## src/rtl/core/lsi_ram.sv

```systemverilog
// Generic single-clock RAM: one write port, one read port, registered read data.
// No dependencies.
module lsi_ram #(
    parameter int WIDTH = 8,
    parameter int DEPTH = 16
) (
    input  logic                     i_clk,
    input  logic                     i_wr_en,
    input  logic [$clog2(DEPTH)-1:0] i_wr_addr,
    input  logic [WIDTH-1:0]         i_wr_data,
    input  logic [$clog2(DEPTH)-1:0] i_rd_addr,
    output logic [WIDTH-1:0]         o_rd_data
);

    logic [WIDTH-1:0] r_mem [DEPTH];
    logic [WIDTH-1:0] r_rd_data;

    always_ff @(posedge i_clk) begin
        if (i_wr_en) begin
            r_mem[i_wr_addr] <= i_wr_data;
        end
        r_rd_data <= r_mem[i_rd_addr];
    end

    assign o_rd_data = r_rd_data;

endmodule

```

## config.mk

```make
export PLATFORM = sky130hd
export DESIGN_NAME = lsi_ram
export DESIGN_NICKNAME = d
export VERILOG_FILES = /design/src/rtl/core/lsi_ram.sv
export SDC_FILE = /design/constraint.sdc
export NUM_CORES = 1
export LEC_CHECK = 0
export ABC_AREA = 1
export BUFFER_PORTS_ARGS = -buffer_cell sky130_fd_sc_hd__buf_2
export CELL_PAD_IN_SITES_DETAIL_PLACEMENT = 1
export CELL_PAD_IN_SITES_GLOBAL_PLACEMENT = 2
export CORE_ASPECT_RATIO = 1.4
export CORE_MARGIN = 8
export CORE_UTILIZATION = 36
export CTS_CLUSTER_DIAMETER = 100
export DETAILED_ROUTE_END_ITERATION = 8
export PLACE_DENSITY = 0.86
export REMOVE_ABC_BUFFERS = 1
export SETUP_SLACK_MARGIN = 0.5
export SLEW_MARGIN = 20
export SYNTH_ARGS = -nofsm -noshare
export SYNTH_HDL_FRONTEND = slang
export SYNTH_SLANG_ARGS = --single-unit
```

## constraint.sdc

```tcl
create_clock -name i_clk -period 1.1 [get_ports i_clk]
set_input_delay 0.165 -clock i_clk [delete_from_list [all_inputs] [get_ports i_clk]]
set_output_delay 0.165 -clock i_clk [all_outputs]
set_load 0.05 [all_outputs]
```

==> metrics.yaml <==
cts:
  cts_made_buffers: 17
  ctsRootBufferMaster: "clkbuf_16"
  cts_tree: "done"
  clk_latency_ps: 410
  cts_max_level: 4
  clock_path_buffers: 2
  cts.clk_slew.worst_paths_ps: 60
  clock-sinks: 136
worst_setup_path:
  startpoint_type: "flop"
  critPathBufInv: 1
  setup.worst_path.class: "reg -> out"
  cp-end-kind: "output port"
  cpMaxStageDelayCell: "dfxtp_4"
  cp_top_family: "flip-flops"
  path_cells: "buf_8"
  worst-r2r-setup-slack_ps: 110
  cp_data_required_time_ps: 940
  crit_path_max_incr_delay_ps: 360
  path_max_fanout: 1
  arrival_ps: 910
floorplanning:
  ios: 26
  dieArea_um2: 20400
  die_w_um: 123
  core_area_um2: 15600
  die_height_um: 166
  row_count: 54
  start_util: 0.369
synthesis:
  yosysMostFrequentCell: "nand2_1"
  ys_warn_count: 0
  yosys.cell_types.count: 12
  synth-xor-area-share: 0
  netlist_top_cells_count: "nand2_1, edfxtp_1, inv_1"
  async_reset_ff_frac: 0
  yosys-top-cells-area: "edfxtp_1, nand2_1, nand3_1, inv_1, dfxtp_1"
  avgSynthCellArea_um2: 10.5
  synth_ff_type: "edfxtp_1"
  synth_top_family_by_area: "simple AND/OR/NAND/NOR gates"
  syn_inst: 551
  yosys.area.top_type: "edfxtp_1"
  netlist_area_um2: 5770
  synthAdderAreaFrac: 0
  synth-seq-cells: 136
  synth_top_area_share: 0.667
  synth-edff-count: 128
  synthMuxAreaShare: 0
  synth-simple-area-share: 0.210
  synth_compound_area_frac: 0
  seq_area_frac_synth: 0.694
power:
  irDropWorstVdd_mv: 1.17
  pwr_density_cell_nw_per_um2: 1650
  p_leak_uw: 0.00325
timing:
  final.min_clock_period_ps: 1080
  period_share: 0.982
  maxSlewViolCount: 0
  max_freq_mhz: 926
  rsz0062_at_grt: "true"
  tightest_slew_ps: 498
  holdWs_ps: 150
  slew_headroom: 0.668
  clock_skew_ps: 8.81
  finalSetupViolCount: 0
  hold_viol: 0
grt:
  grt_pass1_vias: 4371
  grt_pass1_wl_um: 24800
  overflow: 0
  grt_use_total: 0.163
  antenna_found_initial: 0
  grt_max_degree: 40
placed_design:
  place_congestion: 0.821
  portBuffers: 25
  dp_hpwl_um: 10700
  placed_area_um2: 6350
flow_run:
  cap_viol_max_count: 0
drt:
  viasPerCell: 4.95
  drtPass1Iterations: 4
  finalWirelength_um: 16000
  wl_per_cell_um: 19.5
  drt-initial-drc-count: 227
  drc: 0
  postRouteAntennaNets: 0
  vias: 4066
layout:
  nets: 632
  stdcell_area_um2: 7690
  num_antenna_cells: 0
  drive_gt1_frac: 0.326
  syn_to_final_growth_pct: 33.4
status:
  outcome: "complete, no violations"
hold_path:
  hold_class: "in -> reg"
-- layout by cell type (no fill, tap or decap), types with 3 or more instances in the layout --
master and count:
nor2_1 4, nand3_2 59, clkbuf_16 17, nor2_2 4
clkinv_2 4, inv_1 96, bufinv_16 3, nand2_2 14
nor2_4 9, dfxtp_2 7, nand3_4 3, inv_6 3
buf_12 6, clkinv_4 3, buf_8 14, buf_4 15
nand3_1 35, buf_6 21, nand2_1 155, inv_2 4
buf_2 12, edfxtp_1 128, nand2_8 3
-- registers in the layout, summed over array words and instances (netlist names) --
name / count
r_mem: 128
o_rd_data: 8
-- cell families after synthesis --
family / Yosys count
flops: 136
buf+inv: 126
simple gates: 289
-- cell type report --
type | instances | area [µm²]
Sequential cell | 136 | 4020
Fill cell | 1628 | 7920
Clock buffer | 17 | 425
Tap cell | 196 | 245
Clock inverter | 13 | 156
Timing Repair Buffer | 68 | 739
Multi-Input combinational cell | 289 | 1720
Inverter | 102 | 393
-- layer usage --
| metal | track usage | vias up | routed length [µm] |
|---|---|---|---|
| li1 | - | 1901 | - |
| met1 | 0.183 | 2051 | 5990 |
| met2 | 0.296 | 87 | 8950 |
| met3 | 0.0235 | 27 | 588 |
| met4 | 0.0697 | 0 | 467 |
| met5 | 0 | - | 0 |
-- power breakdown --
group          switching [µW]  internal [µW]
registers                54.6           5800
logic                     765            427
clock network            2120           3530
total                    2940           9760
-- final timing paths --
| check | startpoint | to | cells past startpoint |
|---|---|---|---|
| worst max-delay path | o_rd_data[0] | o_rd_data[0] | 1 |
| worst max register to register | r_mem[1][2] | o_rd_data[2] | 6 |
| worst min register to register | r_mem[9][1] | o_rd_data[1] | 6 |
| worst min-delay path | i_wr_data[4] | r_mem[10][4] | 1 |
-- stage by stage --
step	utilization	cells	setup WS (ps)	power (µW)	setup TNS, ps
2_1_floorplan	-	527	-45.5	6360	-1320
3_5_place_dp	0.407	788	-192	6850	-9120
5_1_grt	0.493	821	-5.38	13000	-10.5
3_3_place_gp	0.407	788	-163	6810	-5660
6_report	0.493	821	20.1	12700	0
4_1_cts	0.475	820	-5.01	12700	-5.01
-- what timing repair did --
action                                  in CTS  in global routing
pin swaps                                   33                 37
endpoints found under the setup margin     144                144
setup buffers                                2                  1
resized for setup                          130                 62
hold buffers                                 0                  0
No activity file was read; power rests on OpenSTA's default activity.
